File: src/sv/rsi_pkg.sv
// Shared types and constants for the ray/sphere intersection block.
// No dependencies; every other file in sv/ uses it by scoped names.
package rsi_pkg;

  localparam int FIFO_DEPTH = 4;
  localparam int FIFO_AW    = $clog2(FIFO_DEPTH);

  localparam logic [30:0] RADIUS_RESET = 31'd65536;
  localparam logic [30:0] DIST_SAT     = 31'h7FFFFFFF;
  localparam logic [31:0] MISS_DIST    = 32'hFFFF0000;
  localparam logic [16:0] NORM_ONE     = 17'h10000;

  typedef enum logic [1:0] {
    REG_CENTER_X = 2'd0,
    REG_CENTER_Y = 2'd1,
    REG_CENTER_Z = 2'd2,
    REG_RADIUS   = 2'd3
  } reg_idx_t;

  typedef struct packed {
    logic [2:0][31:0] center;
    logic [30:0]      radius;
  } cfg_t;

  // ray after the front stage: l = origin - center
  typedef struct packed {
    logic [2:0][31:0] o;
    logic [2:0][31:0] d;
    logic [2:0][32:0] l;
    logic             dzero;
  } ray_t;

  // quadratic result handed to the shading pipeline
  typedef struct packed {
    logic             miss;
    logic [30:0]      t_dist;
    logic [2:0][31:0] o;
    logic [2:0][31:0] d;
  } trace_t;

  typedef struct packed {
    logic             hit;
    logic [31:0]      distance;
    logic [2:0][31:0] p;
    logic [2:0][17:0] n;
  } result_t;

endpackage

File: src/sv/rsi_fifo.sv
// Short item queue between the front stage and the quadratic pipeline.
// Depends on rsi_pkg.
module rsi_fifo (
  input  logic          clk,
  input  logic          rst,
  input  logic          push,
  input  rsi_pkg::ray_t wdata,
  output logic          full,
  input  logic          pop,
  output logic          empty,
  output rsi_pkg::ray_t rdata
);

  rsi_pkg::ray_t mem [rsi_pkg::FIFO_DEPTH];
  logic [rsi_pkg::FIFO_AW-1:0] wptr;
  logic [rsi_pkg::FIFO_AW-1:0] rptr;
  logic [rsi_pkg::FIFO_AW:0]   cnt;

  assign full  = (cnt == (rsi_pkg::FIFO_AW+1)'(rsi_pkg::FIFO_DEPTH));
  assign empty = (cnt == '0);
  assign rdata = mem[rptr];

  always_ff @(posedge clk) begin
    if (rst) begin
      wptr <= '0;
      rptr <= '0;
      cnt  <= '0;
    end else begin
      if (push) wptr <= wptr + 1'b1;
      if (pop) rptr <= rptr + 1'b1;
      unique case ({push, pop})
        2'b10:   cnt <= cnt + 1'b1;
        2'b01:   cnt <= cnt - 1'b1;
        default: cnt <= cnt;
      endcase
    end
  end

  always_ff @(posedge clk) begin
    if (push) begin
      mem[wptr] <= wdata;
    end
  end

endmodule

File: config.mk
export PLATFORM = sky130hd
export DESIGN_NAME = rsi_fifo
export DESIGN_NICKNAME = d
export VERILOG_FILES = /design/src/sv/rsi_pkg.sv /design/src/sv/rsi_fifo.sv
export SDC_FILE = /design/constraint.sdc
export NUM_CORES = 1
export LEC_CHECK = 0
export BUFFER_PORTS_ARGS = -buffer_cell sky130_fd_sc_hd__buf_4
export CORE_AREA = 2 2 278 280
export DETAILED_ROUTE_END_ITERATION = 12
export DIE_AREA = 0 0 280 282
export PLACE_DENSITY_LB_ADDON = 0.25
export SLEW_MARGIN = 20
export SYNTH_ARGS = -nofsm -noshare
export SYNTH_HDL_FRONTEND = slang
export SYNTH_SLANG_ARGS = --single-unit
File: constraint.sdc
create_clock -name clk -period 9.2 [get_ports clk]
set_input_delay 0.46 -clock clk [delete_from_list [all_inputs] [get_ports clk]]
set_output_delay 0.46 -clock clk [all_outputs]
set_load 0.05 [all_outputs]
==> run metrics <==
Core ar. 0.0757 mm²; # rows roughly 100; drt wl/cell 25.7 µm; Crit-path slowest cell dfxtp_4; max-cap viol count 0; antenna viol nets, final 0; Max clock buf depth 3; WHS Path Cells 3; DRC 0; most frequent CP cell buf_4; Seq. cell area around 0.035 mm²; synth top area cells edfxtp_1 (82%), mux4_2 (15%), buf_12 (1.4%); total gr overflow 0; FMAX 0.218 GHz; final hold vios 0; VDD IR-drop max 0.189 mV; R2R cell count 5; yosys warns 0; critical path startpoint category flop; die width between 200 and 300 µm; initial antenna violation count 16; setup TNS 0 ns; share of cells above drive strength 1 between 40% and 50%; CP Buf/Inv Count 3; Yosys top cell by area edfxtp_1; footprint of the multi-input gates 0.00681 mm²; RSZ-0062 raised after global routing false; Yosys reg bits 1,177; critical path's largest stage delay between 0.9 and 1 ns; Util after Layout a little under three quarters; Crit path required time 8.74 ns; relative slew slack a little over a quarter; DR vias/cell around 5.7; critical path endpoint category primary output; pwr dens between 200 and 250 mW/mm²; min-delay worst type in2reg; worst setup path class reg2out; RePlAce Congestion roughly 0.77; leakage power roughly 0.018 µW; Post-Route WL roughly 93,000 µm; Cell Area, Synth around 0.043 mm²; Via Count between 20,000 and 25,000; H-tree levels 3; post-CTS setup buffer count 0; IO buf count 589; height of the die roughly 280 µm; r2r setup slk 5.88 ns; clk slew on worst S/H paths ~0.06 ns; Synth-to-Final Area Change 27.0%; cells after synthesis approximately 1,600; TritonCTS Buffers 111; Initial Util roughly 57%; router iterations before antenna repair 6; gr usage total a little under a quarter; post-synth top area share just over 80%; CTS tree built; Yosys cell types 23; DR iter-0 viols 1,606; final count of negative-setup-slack endpoints 0; status completed; Seq/Total Area, Yosys between 80 and 90%; Slew Limit Fails 0; Syn Nets around 1,900; Period Utilization, post-route 49.9%; Tmin final around 4.6 ns; first-pass GRT wire length between 100,000 and 150,000 µm; Worst path depth 4; Arr. time, crit path 4.13 ns; pin count of the biggest net entering global routing 169; Mean Syn Cell Area 27.3 µm²; die area between 0.07 and 0.08 mm²; vias in the first global route 22,000; CP delay by family, top buffers and inverters; clock root cell clkbuf_16; I/O pins slightly below 600; Cell Chain, Critical Path buf_12 > buf_4 > mux4_2 > buf_4; final setup skew about 0.016 ns; Max Fanout on Critical Path 110; fill count about 4,100; Worst-Margin Slew 1.11 ns; layout net count around 2,800; clock sink count ~1,200; clk_lat worst skew roughly 0.67 ns; Detailed Place HPWL approximately 53,000 µm
registers in the layout, indices dropped and copies added (netlist names), named ones only:
signal	flops
mem	1168
cnt	3
rptr	2
wptr	2
final timing paths:
path                 endpoint    start
hold / removal        wptr[1]     push
setup reg to reg  mem[0][250]  wptr[0]
hold reg to reg       rptr[1]  rptr[1]
setup / recovery   rdata[262]     flop
cell type report:
| type | count | share of cell area [%] |
|---|---|---|
| flip-flops and latches | 1177 | 64.7 |
| clock inverters | 64 | 1.00 |
| well taps | 978 | 2.25 |
| clock buffers | 139 | 5.37 |
| multi-input cells | 323 | 12.5 |
| inverters | 6 | 0.0413 |
| repair buffers | 905 | 14.0 |
| diodes | 10 | 0.0459 |
what timing repair did:
item,4_1_cts,5_1_grt
hold buffers,293,0
hold endpoints to repair,1174,0
resized for setup,0,0
cell usage in the layout (no fill, tap or decap), types with 8 or more instances in the layout:
| cell type | Yosys | layout |
|---|---|---|
| buf_4 | 1 | 604 |
| nor2_1 | 8 | 8 |
| diode_2 | 0 | 10 |
| clkbuf_1 | 4 | 26 |
| bufinv_16 | 0 | 8 |
| dlygate4sd3_1 | 0 | 293 |
| clkinv_1 | 0 | 32 |
| clkbuf_16 | 0 | 113 |
| clkinv_2 | 0 | 18 |
| mux4_2 | 292 | 292 |
| edfxtp_1 | 1168 | 1168 |
worst reg2reg max path, stage by stage, from the launching register on:
cell and delay (ns):
dfxtp_1 0.35, inv_1 0.09, ha_1 0.14, and2_4 0.63, buf_4 0.79, buf_4 0.87
cells in the mapped netlist:
library cell  count
o21ai_0           1
nor3_1            1
xnor2_1           2
or3_1             1
buf_1             1
fa_1              1
nand2_1           1
buf_12           31
mux4_2          292
nor2_1            8
mux2i_1           1
clkbuf_1          4
edfxtp_1       1168
inv_1             6
and2_1            4
a21oi_1           2
buf_4             1
xor2_1            3
buf_2            28
and3_1            1
dfxtp_1           9
buf_6             1
ha_1              5
through the flow:
step	power (µW)	setup WS, ns	hold WS (ns)	cells	area, µm²
2_1_floorplan	7710	1.36	0.467	1572	42900
3_5_place_dp	8250	5.22	0.517	3093	48000
6_report	12600	4.61	0.114	3602	54500
5_1_grt	13000	4.24	0.108	3599	54500
3_3_place_gp	8220	5.26	0.481	3093	48000
4_1_cts	12700	4.47	0.0664	3589	54400
power by group:
part           internal [µW]  switching [µW]  total [µW]
logic                    720            1290        2010
registers               6170            75.7        6250
clock network           2470            1880        4360
total                   9360            3240       12600
cells by family (layout without fill, tap and decap cells):
group,after synthesis,count (layout),synth area share (%)
compound gates,3,3,0.0350
fa+ha+maj,6,6,0.193
xor+xnor,5,5,0.102
flops,1177,1177,82.2
buf+inv,72,1114,1.91
other cells,0,10,0
simple gates,16,16,0.178
mux,293,293,15.4
metal layers:
layer	vias up	track usage, %	wire length, µm
met3	198	6.89	7510
met4	18	9.60	3490
met5	-	0	121
li1	8773	-	-
met1	10700	28.0	33300
met2	802	39.3	48100
No activity file was read; power rests on OpenSTA's default activity.
