**src/sv/rsi_pkg.sv**
```systemverilog
// Shared types and constants for the ray/sphere intersection block.
// No dependencies; every other file in sv/ uses it by scoped names.
package rsi_pkg;

  localparam int FIFO_DEPTH = 4;
  localparam int FIFO_AW    = $clog2(FIFO_DEPTH);

  localparam logic [30:0] RADIUS_RESET = 31'd65536;
  localparam logic [30:0] DIST_SAT     = 31'h7FFFFFFF;
  localparam logic [31:0] MISS_DIST    = 32'hFFFF0000;
  localparam logic [16:0] NORM_ONE     = 17'h10000;

  typedef enum logic [1:0] {
    REG_CENTER_X = 2'd0,
    REG_CENTER_Y = 2'd1,
    REG_CENTER_Z = 2'd2,
    REG_RADIUS   = 2'd3
  } reg_idx_t;

  typedef struct packed {
    logic [2:0][31:0] center;
    logic [30:0]      radius;
  } cfg_t;

  // ray after the front stage: l = origin - center
  typedef struct packed {
    logic [2:0][31:0] o;
    logic [2:0][31:0] d;
    logic [2:0][32:0] l;
    logic             dzero;
  } ray_t;

  // quadratic result handed to the shading pipeline
  typedef struct packed {
    logic             miss;
    logic [30:0]      t_dist;
    logic [2:0][31:0] o;
    logic [2:0][31:0] d;
  } trace_t;

  typedef struct packed {
    logic             hit;
    logic [31:0]      distance;
    logic [2:0][31:0] p;
    logic [2:0][17:0] n;
  } result_t;

endpackage

```
**src/sv/rsi_front.sv**
```systemverilog
// Input stage: registers an item, forms origin minus center, flags a zero direction.
// Depends on rsi_pkg.
module rsi_front (
  input  logic            clk,
  input  logic            rst,
  input  logic            s_tvalid,
  output logic            s_tready,
  input  logic [191:0]    s_tdata,
  input  rsi_pkg::cfg_t   cfg,
  output logic            out_valid,
  input  logic            out_ready,
  output rsi_pkg::ray_t   out_ray
);

  rsi_pkg::ray_t dec;

  always_comb begin
    for (int i = 0; i < 3; i++) begin
      dec.o[i] = s_tdata[32*i +: 32];
      dec.d[i] = s_tdata[96 + 32*i +: 32];
      dec.l[i] = $signed(s_tdata[32*i +: 32]) - $signed(cfg.center[i]);
    end
    dec.dzero = (s_tdata[191:96] == '0);
  end

  assign s_tready = !out_valid || out_ready;

  always_ff @(posedge clk) begin
    if (rst) begin
      out_valid <= 1'b0;
    end else if (s_tready) begin
      out_valid <= s_tvalid;
    end
  end

  always_ff @(posedge clk) begin
    if (s_tvalid && s_tready) begin
      out_ray <= dec;
    end
  end

endmodule

```
**config.mk**
```make
export PLATFORM = sky130hd
export DESIGN_NAME = rsi_front
export DESIGN_NICKNAME = d
export VERILOG_FILES = /design/src/sv/rsi_pkg.sv /design/src/sv/rsi_front.sv
export SDC_FILE = /design/constraint.sdc
export NUM_CORES = 1
export LEC_CHECK = 0
export BUFFER_PORTS_ARGS = -buffer_cell sky130_fd_sc_hd__buf_2
export CORE_AREA = 10 10 231 233
export CTS_BUF_LIST = sky130_fd_sc_hd__clkbuf_8
export CTS_CLUSTER_DIAMETER = 50
export CTS_CLUSTER_SIZE = 20
export DETAILED_ROUTE_END_ITERATION = 8
export DIE_AREA = 0 0 241 243
export PLACE_DENSITY = 0.61
export SYNTH_ARGS = -nofsm -noshare
export SYNTH_HDL_FRONTEND = slang
export SYNTH_SLANG_ARGS = --single-unit
```
**constraint.sdc**
```tcl
create_clock -name clk -period 10.3 [get_ports clk]
set_clock_uncertainty 0.2 [all_clocks]
set_input_delay 0.515 -clock clk [delete_from_list [all_inputs] [get_ports clk]]
set_output_delay 0.515 -clock clk [all_outputs]
set_load 0.05 [all_outputs]
```
==> flow_summary.html, run 1 <==
<table>
<tr><th>Metric</th><th>Value</th></tr>
<tr><th colspan="2">Floorplan</th></tr>
<tr><td>Total die area</td><td>0.0586 mm²</td></tr>
<tr><td>Floorplan row count</td><td>81</td></tr>
<tr><td>Core region area</td><td>0.0486 mm²</td></tr>
<tr><td>Floorplan die height</td><td>243 µm</td></tr>
<tr><td>Die width</td><td>241 µm</td></tr>
<tr><td>Effective utilization at floorplan</td><td>0.296</td></tr>
<tr><td>Boundary pin count</td><td>617</td></tr>
<tr><th colspan="2">Logic synthesis</th></tr>
<tr><td>Count of synthesis-stage warnings from yosys</td><td>0</td></tr>
<tr><td>Proportion of register bits with asynchronous set or reset after synthesis</td><td>0</td></tr>
<tr><td>Sequential share of the synthesized area</td><td>0.610</td></tr>
<tr><td>Post-Syn Area</td><td>0.0144 mm²</td></tr>
<tr><td>Synth Net Count</td><td>1573</td></tr>
<tr><td>Number of distinct library cells after synthesis</td><td>68</td></tr>
<tr><td>Biggest area contributors in the synthesized netlist</td><td>sky130_fd_sc_hd__edfxtp_1 61%, sky130_fd_sc_hd__ha_1 8.3%, sky130_fd_sc_hd__a21oi_1 3.3%</td></tr>
<tr><td>Synthesized netlist cell count</td><td>1151</td></tr>
<tr><td>Dominant synthesized flop cell</td><td>sky130_fd_sc_hd__edfxtp_1</td></tr>
<tr><td>Post-synth top area share</td><td>0.609</td></tr>
<tr><td>Avg Cell Area, Syn</td><td>12.5 µm²</td></tr>
<tr><td>Area leader, netlist</td><td>sky130_fd_sc_hd__edfxtp_1</td></tr>
<tr><td>Number of enable flip-flop cells after synthesis</td><td>292</td></tr>
<tr><td>Synth Register Bits</td><td>293</td></tr>
<tr><th colspan="2">Clock network</th></tr>
<tr><td>Clk Latency, worst-skew pair</td><td>0.58 ns</td></tr>
<tr><td>Clock tree buffer depth</td><td>3</td></tr>
<tr><td>Clock sink count</td><td>293</td></tr>
<tr><td>Root Driver</td><td>sky130_fd_sc_hd__clkbuf_8</td></tr>
<tr><td>Num CTS Buffers</td><td>38</td></tr>
<tr><td>Clock-pin slew reported for the worst setup and hold paths after clock tree synthesis</td><td>0.08 ns</td></tr>
<tr><td>Post-CTS Setup Repair Bufs</td><td>0</td></tr>
<tr><td>H-tree depth</td><td>2</td></tr>
<tr><td># resized after CTS</td><td>0</td></tr>
<tr><td>Cts hold-fix bufs</td><td>195</td></tr>
<tr><td>Clock tree from TritonCTS</td><td>yes</td></tr>
<tr><th colspan="2">Timing</th></tr>
<tr><td>Number of pins exceeding their max-slew limit in the final report</td><td>0</td></tr>
<tr><td>Normalized max-slew margin</td><td>0.304</td></tr>
<tr><td>Setup TNS after final layout</td><td>0 ns</td></tr>
<tr><td>Number of endpoints with negative hold slack in the final report</td><td>0</td></tr>
<tr><td>Worst slew pin tran</td><td>1.04 ns</td></tr>
<tr><td>Maximum clock frequency</td><td>279 MHz</td></tr>
<tr><td>Final Critical Period</td><td>3.58 ns</td></tr>
<tr><td>Final count of negative-setup-slack endpoints</td><td>0</td></tr>
<tr><td>Unrepaired setup endpoints after global routing</td><td>no</td></tr>
<tr><td>Post-route fraction of the period consumed by the critical path</td><td>0.347</td></tr>
<tr><th colspan="2">Run</th></tr>
<tr><td>Number of violations of the max-capacitance limit</td><td>0</td></tr>
<tr><th colspan="2">Power</th></tr>
<tr><td>Power spent charging and discharging nets</td><td>1.23 mW</td></tr>
<tr><td>Max VDD drop</td><td>124 µV</td></tr>
<tr><td>Portion of total power attributed to sequential cells</td><td>0.420</td></tr>
<tr><td>Fraction of power consumed by the clock network</td><td>0.297</td></tr>
<tr><td>Switching Share</td><td>0.352</td></tr>
<tr><td>Leakage power total</td><td>9.25 nW</td></tr>
<tr><td>Power density normalized to cell area</td><td>168 mW/mm²</td></tr>
<tr><td>Total power</td><td>3.51 mW</td></tr>
<tr><td>Cell internal pwr</td><td>2.27 mW</td></tr>
<tr><td>Combinational share of power</td><td>0.283</td></tr>
<tr><th colspan="2">Global route</th></tr>
<tr><td>Number of global-route vias before repair</td><td>13180</td></tr>
<tr><td>GRT Resource Usage Total</td><td>0.180</td></tr>
<tr><td>Pin count of the biggest net entering global routing</td><td>147</td></tr>
<tr><td>Initial antenna violation count</td><td>11</td></tr>
<tr><td>Overflow left after global routing</td><td>0</td></tr>
<tr><td>Global-route wire length before repair</td><td>80400 µm</td></tr>
<tr><th colspan="2">Setup path</th></tr>
<tr><td>Arrival time at the worst endpoint</td><td>3.73 ns</td></tr>
<tr><td>Flop-to-flop setup slack</td><td>7.58 ns</td></tr>
<tr><td>Depth of the worst register-to-register path</td><td>3</td></tr>
<tr><td>Capturing element of the worst setup path</td><td>out_ray[66]$_DFFE_PP_</td></tr>
<tr><td>Start point of the critical path</td><td>s_tdata[32]</td></tr>
<tr><td>Worst Path Required</td><td>10.45 ns</td></tr>
<tr><td>Worst Setup Path Type</td><td>in2reg</td></tr>
<tr><td>Reg2reg end</td><td>out_ray[273]$_DFFE_PP_</td></tr>
<tr><td>Startpoint kind of the worst setup timing path</td><td>input pin</td></tr>
<tr><td>Type of destination of the critical path</td><td>flip-flop</td></tr>
<tr><td>Startpoint of the worst register-to-register path</td><td>out_valid$_SDFFE_PP0N_</td></tr>
<tr><td>Max Fanout on Critical Path</td><td>4</td></tr>
<tr><th colspan="2">Outcome</th></tr>
<tr><td>Status</td><td>completed</td></tr>
<tr><th colspan="2">Finish</th></tr>
<tr><td>Post-Layout Inst Area</td><td>0.0209 mm²</td></tr>
<tr><td># nets final</td><td>2371</td></tr>
<tr><td>Fin util</td><td>0.430</td></tr>
<tr><td>Commonest non-fill, non-tap cell in the layout</td><td>sky130_fd_sc_hd__buf_2</td></tr>
<tr><td>Signed area change from the synthesized netlist to the final layout</td><td>45.3%</td></tr>
<tr><td>Share of layout cells above drive strength 1</td><td>0.334</td></tr>
<tr><td>Leading cell types in the layout, fill and taps excluded</td><td>585 x sky130_fd_sc_hd__buf_2, 292 x sky130_fd_sc_hd__edfxtp_1, 195 x sky130_fd_sc_hd__dlygate4sd3_1</td></tr>
<tr><td>Post-route insts no fill</td><td>2606</td></tr>
<tr><th colspan="2">Hold path</th></tr>
<tr><td>Hold Crit Class</td><td>in2reg</td></tr>
<tr><td>Number of stages on the worst hold path</td><td>3</td></tr>
<tr><th colspan="2">Detailed routing</th></tr>
<tr><td>Vias after detailed routing</td><td>12570</td></tr>
<tr><td>Routed wirelength normalized by instance count</td><td>21.2 µm</td></tr>
<tr><td>Residual DRC count</td><td>0</td></tr>
<tr><td>Final WL</td><td>55200 µm</td></tr>
<tr><td>DR vias/cell</td><td>4.82</td></tr>
<tr><td>Iter 0 DRT Violations</td><td>776</td></tr>
<tr><td>Length of the first detailed-routing pass in iterations</td><td>6</td></tr>
<tr><td>Number of nets with antenna violations after detailed routing</td><td>0</td></tr>
<tr><th colspan="2">Placed design</th></tr>
<tr><td>Total instance count after detailed placement</td><td>2336</td></tr>
<tr><td>Placed Area</td><td>0.0180 mm²</td></tr>
<tr><td>Total of buffers placed on input and output ports</td><td>585</td></tr>
<tr><td>Routability Congestion</td><td>0.890</td></tr>
<tr><td>Final HPWL from detailed placement</td><td>43300 µm</td></tr>
</table>
Yosys cell counts (3+ instances only):
library cell	instances
sky130_fd_sc_hd__and2_1	5
sky130_fd_sc_hd__o21bai_1	12
sky130_fd_sc_hd__nand2b_1	7
sky130_fd_sc_hd__and3_1	9
sky130_fd_sc_hd__a211oi_1	3
sky130_fd_sc_hd__o21ai_0	21
sky130_fd_sc_hd__o2111ai_1	4
sky130_fd_sc_hd__a21o_1	33
sky130_fd_sc_hd__nor4b_1	4
sky130_fd_sc_hd__clkbuf_1	23
sky130_fd_sc_hd__nand2_1	70
sky130_fd_sc_hd__inv_1	124
sky130_fd_sc_hd__nor4_1	28
sky130_fd_sc_hd__o211ai_1	7
sky130_fd_sc_hd__o21ai_1	31
sky130_fd_sc_hd__fa_1	3
sky130_fd_sc_hd__nand3_1	18
sky130_fd_sc_hd__xor2_1	32
sky130_fd_sc_hd__nor2_1	41
sky130_fd_sc_hd__nand4_1	19
sky130_fd_sc_hd__a211o_1	7
sky130_fd_sc_hd__o22ai_1	3
sky130_fd_sc_hd__a31oi_1	12
sky130_fd_sc_hd__o31ai_1	3
sky130_fd_sc_hd__o21a_1	12
sky130_fd_sc_hd__ha_1	96
sky130_fd_sc_hd__nor3_1	10
sky130_fd_sc_hd__edfxtp_1	292
sky130_fd_sc_hd__a21oi_1	96
sky130_fd_sc_hd__nor2b_1	18
sky130_fd_sc_hd__a41oi_1	6
sky130_fd_sc_hd__or2_1	3
sky130_fd_sc_hd__a221o_1	3
sky130_fd_sc_hd__xnor2_1	52
sequential cells by signal (all words and copies together), names as in the netlist:
register and flops:
out_ray 292, out_valid 1
worst min-delay path by stage:
stage	start	slack (ns)	end
after floorplan	rst	0.38	out_valid$_SDFFE_PP0N_
after global placement	out_valid$_SDFFE_PP0N_	0.29	out_valid$_SDFFE_PP0N_
after detailed placement	out_valid$_SDFFE_PP0N_	0.31	out_valid$_SDFFE_PP0N_
after CTS	cfg[63]	0.01	out_ray[34]$_DFFE_PP_
after global routing	cfg[63]	0.02	out_ray[34]$_DFFE_PP_
final	cfg[63]	0.07	out_ray[34]$_DFFE_PP_
worst max-delay path: stages:
cell and delay [ns]:
sky130_fd_sc_hd__dlygate4sd3_1 0.53, sky130_fd_sc_hd__buf_2 0.12, sky130_fd_sc_hd__inv_1 0.04, sky130_fd_sc_hd__ha_1 0.22
sky130_fd_sc_hd__fa_1 0.41, sky130_fd_sc_hd__nor2b_1 0.14, sky130_fd_sc_hd__o21ai_1 0.09, sky130_fd_sc_hd__a21oi_1 0.29
sky130_fd_sc_hd__o21bai_1 0.19, sky130_fd_sc_hd__a31oi_1 0.54, sky130_fd_sc_hd__a41oi_1 0.31, sky130_fd_sc_hd__o2111ai_1 0.25
sky130_fd_sc_hd__o21ai_1 0.09
power groups by stage:
stage                     Sequential (mW)  Combinational, mW  Clock, mW
after floorplan                      1.86              0.303          0
after global routing                 1.48               1.06       1.12
after global placement               1.50              0.925          0
after CTS                            1.47              0.995       1.08
after detailed placement             1.50              0.931          0
final                                1.47              0.992       1.04
stage by stage:
stage | hold slack [ns] | setup WS, ns
after floorplan | 0.384 | 1.75
after global placement | 0.293 | 6.73
after detailed placement | 0.309 | 6.69
after CTS | 0.0143 | 6.84
after global routing | 0.0248 | 6.57
final | 0.0699 | 6.72
metal layers:
| layer | track usage | part of all wire | up-vias |
|---|---|---|---|
| met5 | 0 | 0.0011 | - |
| met4 | 0.0625 | 0.032 | 10 |
| met3 | 0.0803 | 0.12 | 106 |
| met2 | 0.312 | 0.49 | 578 |
| met1 | 0.189 | 0.36 | 5968 |
| li1 | - | - | 5908 |
cells by family (layout without fill, tap and decap cells):
group / Yosys count / in the layout / share of synthesized area
compound gates: 282 / 282 / 0.126
flops: 293 / 293 / 0.610
simple gates: 244 / 244 / 0.0860
xor+xnor: 84 / 84 / 0.0511
other cells: 0 / 6 / 0
mux: 1 / 1 / 0.000695
buf+inv: 148 / 975 / 0.0386
fa+ha+maj: 99 / 99 / 0.0876
final cells by class:
class	count	area (µm²)
Tap cell	622	778
Clock buffer	38	523
Inverter	124	465
Antenna cell	6	15.0
Fill cell	4522	27700
Sequential cell	293	8790
Clock inverter	31	384
Timing Repair Buffer	782	4910
Multi-Input combinational cell	710	5050
(Power assumes the default switching activity.)
==> run 2, diff against run 1 <==
- ABC_AREA: unset -> 1
- CORE_AREA: 10 10 231 233 -> 10 10 229 231
- DIE_AREA: 0 0 241 243 -> 0 0 239 241
- PLACE_DENSITY: 0.61 -> 0.67
- clock period: 10.3 -> 3.6 ns (I/O delays scaled with it)
==> flow_summary.html, run 2 <==
<table>
<tr><th>Metric</th><th>Value</th></tr>
<tr><th colspan="2">Outcome</th></tr>
<tr><td>Status</td><td>completed</td></tr>
<tr><th colspan="2">Detailed routing</th></tr>
<tr><td>Residual DRC count</td><td>0 (unchanged)</td></tr>
<tr><td>DR vias/cell</td><td>4.56 (-5.5%)</td></tr>
<tr><td>Length of the first detailed-routing pass in iterations</td><td>5 (-1)</td></tr>
<tr><td>Routed wirelength normalized by instance count</td><td>17.4 µm (-18%)</td></tr>
<tr><td>Vias after detailed routing</td><td>16352 (+30%)</td></tr>
<tr><td>Final WL</td><td>62300 µm (+13%)</td></tr>
<tr><td>Iter 0 DRT Violations</td><td>1040 (+34%)</td></tr>
<tr><td>Number of nets with antenna violations after detailed routing</td><td>0 (unchanged)</td></tr>
<tr><th colspan="2">Clock network</th></tr>
<tr><td>Post-CTS Setup Repair Bufs</td><td>0 (unchanged)</td></tr>
<tr><td>Root Driver</td><td>sky130_fd_sc_hd__clkbuf_8</td></tr>
<tr><td>H-tree depth</td><td>2 (unchanged)</td></tr>
<tr><td>Clock sink count</td><td>293 (unchanged)</td></tr>
<tr><td>Num CTS Buffers</td><td>42 (+11%)</td></tr>
<tr><td>Clock tree buffer depth</td><td>3 (unchanged)</td></tr>
<tr><td>Clk Latency, worst-skew pair</td><td>0.59 ns (about the same)</td></tr>
<tr><td># resized after CTS</td><td>0 (unchanged)</td></tr>
<tr><td>Cts hold-fix bufs</td><td>279 (+43%)</td></tr>
<tr><td>Clock tree from TritonCTS</td><td>yes</td></tr>
<tr><td>Clock-pin slew reported for the worst setup and hold paths after clock tree synthesis</td><td>0.08 ns (about the same)</td></tr>
<tr><th colspan="2">Setup path</th></tr>
<tr><td>Startpoint kind of the worst setup timing path</td><td>input pin</td></tr>
<tr><td>Type of destination of the critical path</td><td>flip-flop</td></tr>
<tr><td>Max Fanout on Critical Path</td><td>3 (-1)</td></tr>
<tr><td>Arrival time at the worst endpoint</td><td>2.52 ns (-1.21 ns)</td></tr>
<tr><td>Worst Setup Path Type</td><td>in2reg</td></tr>
<tr><td>Worst Path Required</td><td>3.75 ns (-6.70 ns)</td></tr>
<tr><th colspan="2">Timing</th></tr>
<tr><td>Number of endpoints with negative hold slack in the final report</td><td>0 (unchanged)</td></tr>
<tr><td>Number of pins exceeding their max-slew limit in the final report</td><td>0 (unchanged)</td></tr>
<tr><td>Worst slew pin tran</td><td>1.03 ns (-0.0179 ns)</td></tr>
<tr><td>Normalized max-slew margin</td><td>0.316 (+0.0119)</td></tr>
<tr><td>Unrepaired setup endpoints after global routing</td><td>no</td></tr>
<tr><td>Final Critical Period</td><td>2.37 ns</td></tr>
<tr><td>Maximum clock frequency</td><td>422 MHz</td></tr>
<tr><td>Final count of negative-setup-slack endpoints</td><td>0 (unchanged)</td></tr>
<tr><td>Post-route fraction of the period consumed by the critical path</td><td>0.658</td></tr>
<tr><th colspan="2">Placed design</th></tr>
<tr><td>Total instance count after detailed placement</td><td>3225 (+38%)</td></tr>
<tr><td>Total of buffers placed on input and output ports</td><td>585 (unchanged)</td></tr>
<tr><td>Final HPWL from detailed placement</td><td>47800 µm (+10%)</td></tr>
<tr><td>Routability Congestion</td><td>0.925 (+3.9%)</td></tr>
<tr><th colspan="2">Finish</th></tr>
<tr><td>Share of layout cells above drive strength 1</td><td>0.231 (-0.103)</td></tr>
<tr><td># nets final</td><td>3355 (+42%)</td></tr>
<tr><td>Largest registers</td><td>out_ray (292), out_valid (1)</td></tr>
<tr><td>Signed area change from the synthesized netlist to the final layout</td><td>44.8%</td></tr>
<tr><td>Number of flip-flops under the largest register name</td><td>292 (unchanged)</td></tr>
<tr><td>Commonest non-fill, non-tap cell in the layout</td><td>sky130_fd_sc_hd__nand2_1</td></tr>
<tr><td>Reg with most FFs</td><td>out_ray</td></tr>
<tr><td>Leading cell types in the layout, fill and taps excluded</td><td>755 x sky130_fd_sc_hd__nand2_1, 585 x sky130_fd_sc_hd__buf_2, 480 x sky130_fd_sc_hd__inv_1</td></tr>
<tr><td>Fin util</td><td>0.511 (+0.0812)</td></tr>
<tr><td>Post-route insts no fill</td><td>3586 (+38%)</td></tr>
<tr><th colspan="2">Logic synthesis</th></tr>
<tr><td>Synth Register Bits</td><td>293 (unchanged)</td></tr>
<tr><td>Biggest area contributors in the synthesized netlist</td><td>sky130_fd_sc_hd__edfxtp_1 52%, sky130_fd_sc_hd__nand2_1 17%, sky130_fd_sc_hd__inv_1 11%</td></tr>
<tr><td>Number of distinct library cells after synthesis</td><td>24 (-65%)</td></tr>
<tr><td>Area leader, netlist</td><td>sky130_fd_sc_hd__edfxtp_1</td></tr>
<tr><td>Dominant synthesized flop cell</td><td>sky130_fd_sc_hd__edfxtp_1</td></tr>
<tr><td>Number of enable flip-flop cells after synthesis</td><td>292 (unchanged)</td></tr>
<tr><td>Post-Syn Area</td><td>0.0168 mm² (+17%)</td></tr>
<tr><td>Leading cell types by count after synthesis</td><td>755 x sky130_fd_sc_hd__nand2_1, 478 x sky130_fd_sc_hd__inv_1, 292 x sky130_fd_sc_hd__edfxtp_1</td></tr>
<tr><td>Avg Cell Area, Syn</td><td>8.29 µm² (-34%)</td></tr>
<tr><td>Count of synthesis-stage warnings from yosys</td><td>0 (unchanged)</td></tr>
<tr><td>Synthesized netlist cell count</td><td>2024 (+76%)</td></tr>
<tr><td>Proportion of register bits with asynchronous set or reset after synthesis</td><td>0 (unchanged)</td></tr>
<tr><td>Sequential share of the synthesized area</td><td>0.524 (-0.0869)</td></tr>
<tr><td>Most numerous cell in the Yosys netlist</td><td>sky130_fd_sc_hd__nand2_1</td></tr>
<tr><td>Post-synth top area share</td><td>0.522 (-0.0867)</td></tr>
<tr><td>Synth Net Count</td><td>2446 (+55%)</td></tr>
<tr><th colspan="2">Power</th></tr>
<tr><td>Fraction of power consumed by the clock network</td><td>0.297 (about the same)</td></tr>
<tr><td>Switching Share</td><td>0.374 (+0.0223)</td></tr>
<tr><td>Combinational share of power</td><td>0.298 (+0.015)</td></tr>
<tr><td>Cell internal pwr</td><td>6.48 mW (+190%)</td></tr>
<tr><td>Power spent charging and discharging nets</td><td>3.88 mW (+210%)</td></tr>
<tr><td>Leakage power total</td><td>12.9 nW (+40%)</td></tr>
<tr><td>Power density normalized to cell area</td><td>426 mW/mm² (+150%)</td></tr>
<tr><td>Max VDD drop</td><td>303 µV (+140%)</td></tr>
<tr><td>Portion of total power attributed to sequential cells</td><td>0.406 (-0.014)</td></tr>
<tr><th colspan="2">Floorplan</th></tr>
<tr><td>Effective utilization at floorplan</td><td>0.353 (+0.0571)</td></tr>
<tr><td>Floorplan row count</td><td>80 (-1.2%)</td></tr>
<tr><td>Floorplan die height</td><td>241 µm (-0.82%)</td></tr>
<tr><td>Core region area</td><td>0.0475 mm² (-2.3%)</td></tr>
<tr><td>Total die area</td><td>0.0576 mm² (-1.6%)</td></tr>
<tr><td>Boundary pin count</td><td>617 (unchanged)</td></tr>
<tr><td>Die width</td><td>239 µm (-0.83%)</td></tr>
<tr><th colspan="2">Global route</th></tr>
<tr><td>Overflow left after global routing</td><td>0 (unchanged)</td></tr>
<tr><td>Number of global-route vias before repair</td><td>16583 (+26%)</td></tr>
<tr><td>Initial antenna violation count</td><td>10 (-1)</td></tr>
<tr><td>Global-route wire length before repair</td><td>94200 µm (+17%)</td></tr>
<tr><td>GRT Resource Usage Total</td><td>0.208 (+0.0284)</td></tr>
<tr><td>Pin count of the biggest net entering global routing</td><td>170 (+16%)</td></tr>
<tr><th colspan="2">Hold path</th></tr>
<tr><td>Hold Crit Class</td><td>in2reg</td></tr>
<tr><th colspan="2">Run</th></tr>
<tr><td>Number of violations of the max-capacitance limit</td><td>0 (unchanged)</td></tr>
</table>
==> run 2: cell types whose count changed in the layout (fill, tap and decap cells not counted), sizes merged, moves of 12 or more <==
| cell | delta |
|---|---|
| nor2 | +105 |
| dlygate4sd3 | +84 |
| nor4 | -12 |
| xnor2 | -46 |
| nand3 | +53 |
| a21o | -30 |
| nor2b | -18 |
| o21ai | -53 |
| nand2 | +701 |
| a21oi | -33 |
| o21a | -12 |
| a31oi | -12 |
| inv | +359 |
==> run 2: power by group through the flow <==
stage	clock network (mW)	logic [mW]	registers, mW
2_1_floorplan	0	1.01	5.24
3_3_place_gp	0	2.79	4.27
3_5_place_dp	0	2.81	4.27
4_1_cts	3.17	3.07	4.20
5_1_grt	3.30	3.33	4.23
6_report	3.07	3.08	4.20
==> run 2: area by class of cell <==
type                    count  area, µm²
repair buffers            866       5760
multi-input cells        1252       6210
clock inverters            34        389
fillers                  4285      23200
clock buffers              42        578
diodes                      6       15.0
well taps                 615        769
flip-flops and latches    293       8790
inverters                 478       1790
==> run 2: critical path, stage by stage <==
cell and delay [ns]:
sky130_fd_sc_hd__dlygate4sd3_1 0.54, sky130_fd_sc_hd__buf_2 0.11, sky130_fd_sc_hd__inv_1 0.04, sky130_fd_sc_hd__ha_1 0.30, sky130_fd_sc_hd__fa_1 0.45, sky130_fd_sc_hd__inv_1 0.11
sky130_fd_sc_hd__nand2_1 0.06, sky130_fd_sc_hd__nand2_1 0.09, sky130_fd_sc_hd__nand3_1 0.09, sky130_fd_sc_hd__nand2_2 0.13, sky130_fd_sc_hd__nand2_1 0.08, sky130_fd_sc_hd__nand2_2 0.12
sky130_fd_sc_hd__nand2_1 0.08, sky130_fd_sc_hd__nand3_1 0.07, sky130_fd_sc_hd__nand2_1 0.06
==> run 2: logic make-up after synthesis <==
logic type	share of synthesized area
flip-flops	0.524
adder cells (fa/ha/maj)	0.0751
AO/OA/AOI/OAI	0.0217
XOR/XNOR	0.0235
AND/OR/NAND/NOR	0.249
buffers and inverters	0.107
==> run 2: worst paths after layout <==
kind / startpoint / end / slack (ns) / depth (start not counted)
setup / recovery: s_tdata[32] / out_ray[54]$_DFFE_PP_ / 1.23 / 15
hold / removal: cfg[98] / out_ray[70]$_DFFE_PP_ / 0.06 / 5
setup reg to reg: out_valid$_SDFFE_PP0N_ / out_ray[258]$_DFFE_PP_ / 1.56 / 2
hold reg to reg: out_valid$_SDFFE_PP0N_ / out_ray[200]$_DFFE_PP_ / 0.73 / 2
==> run 2: metrics by stage <==
stage	hold slack, ns	instance area [µm²]	setup TNS, ns	power (mW)	setup slack [ns]
after global placement	0.126	20500	0	7.06	1.24
final	0.0616	24300	0	10.4	1.23
after global routing	0.0403	24300	0	10.9	1.08
after detailed placement	0.127	20500	0	7.08	1.22
after floorplan	0.0394	16800	-690.84	6.25	-2.37
after CTS	0.00167	24300	0	10.4	1.35
==> run 2: metal layers <==
| layer | global-route usage | vias to the layer above | routed length [µm] |
|---|---|---|---|
| li1 | - | 8113 | - |
| met4 | 0.0660 | 6 | 1760 |
| met1 | 0.237 | 7529 | 24200 |
| met5 | 0 | - | 34 |
| met2 | 0.370 | 595 | 31000 |
| met3 | 0.0601 | 109 | 5290 |
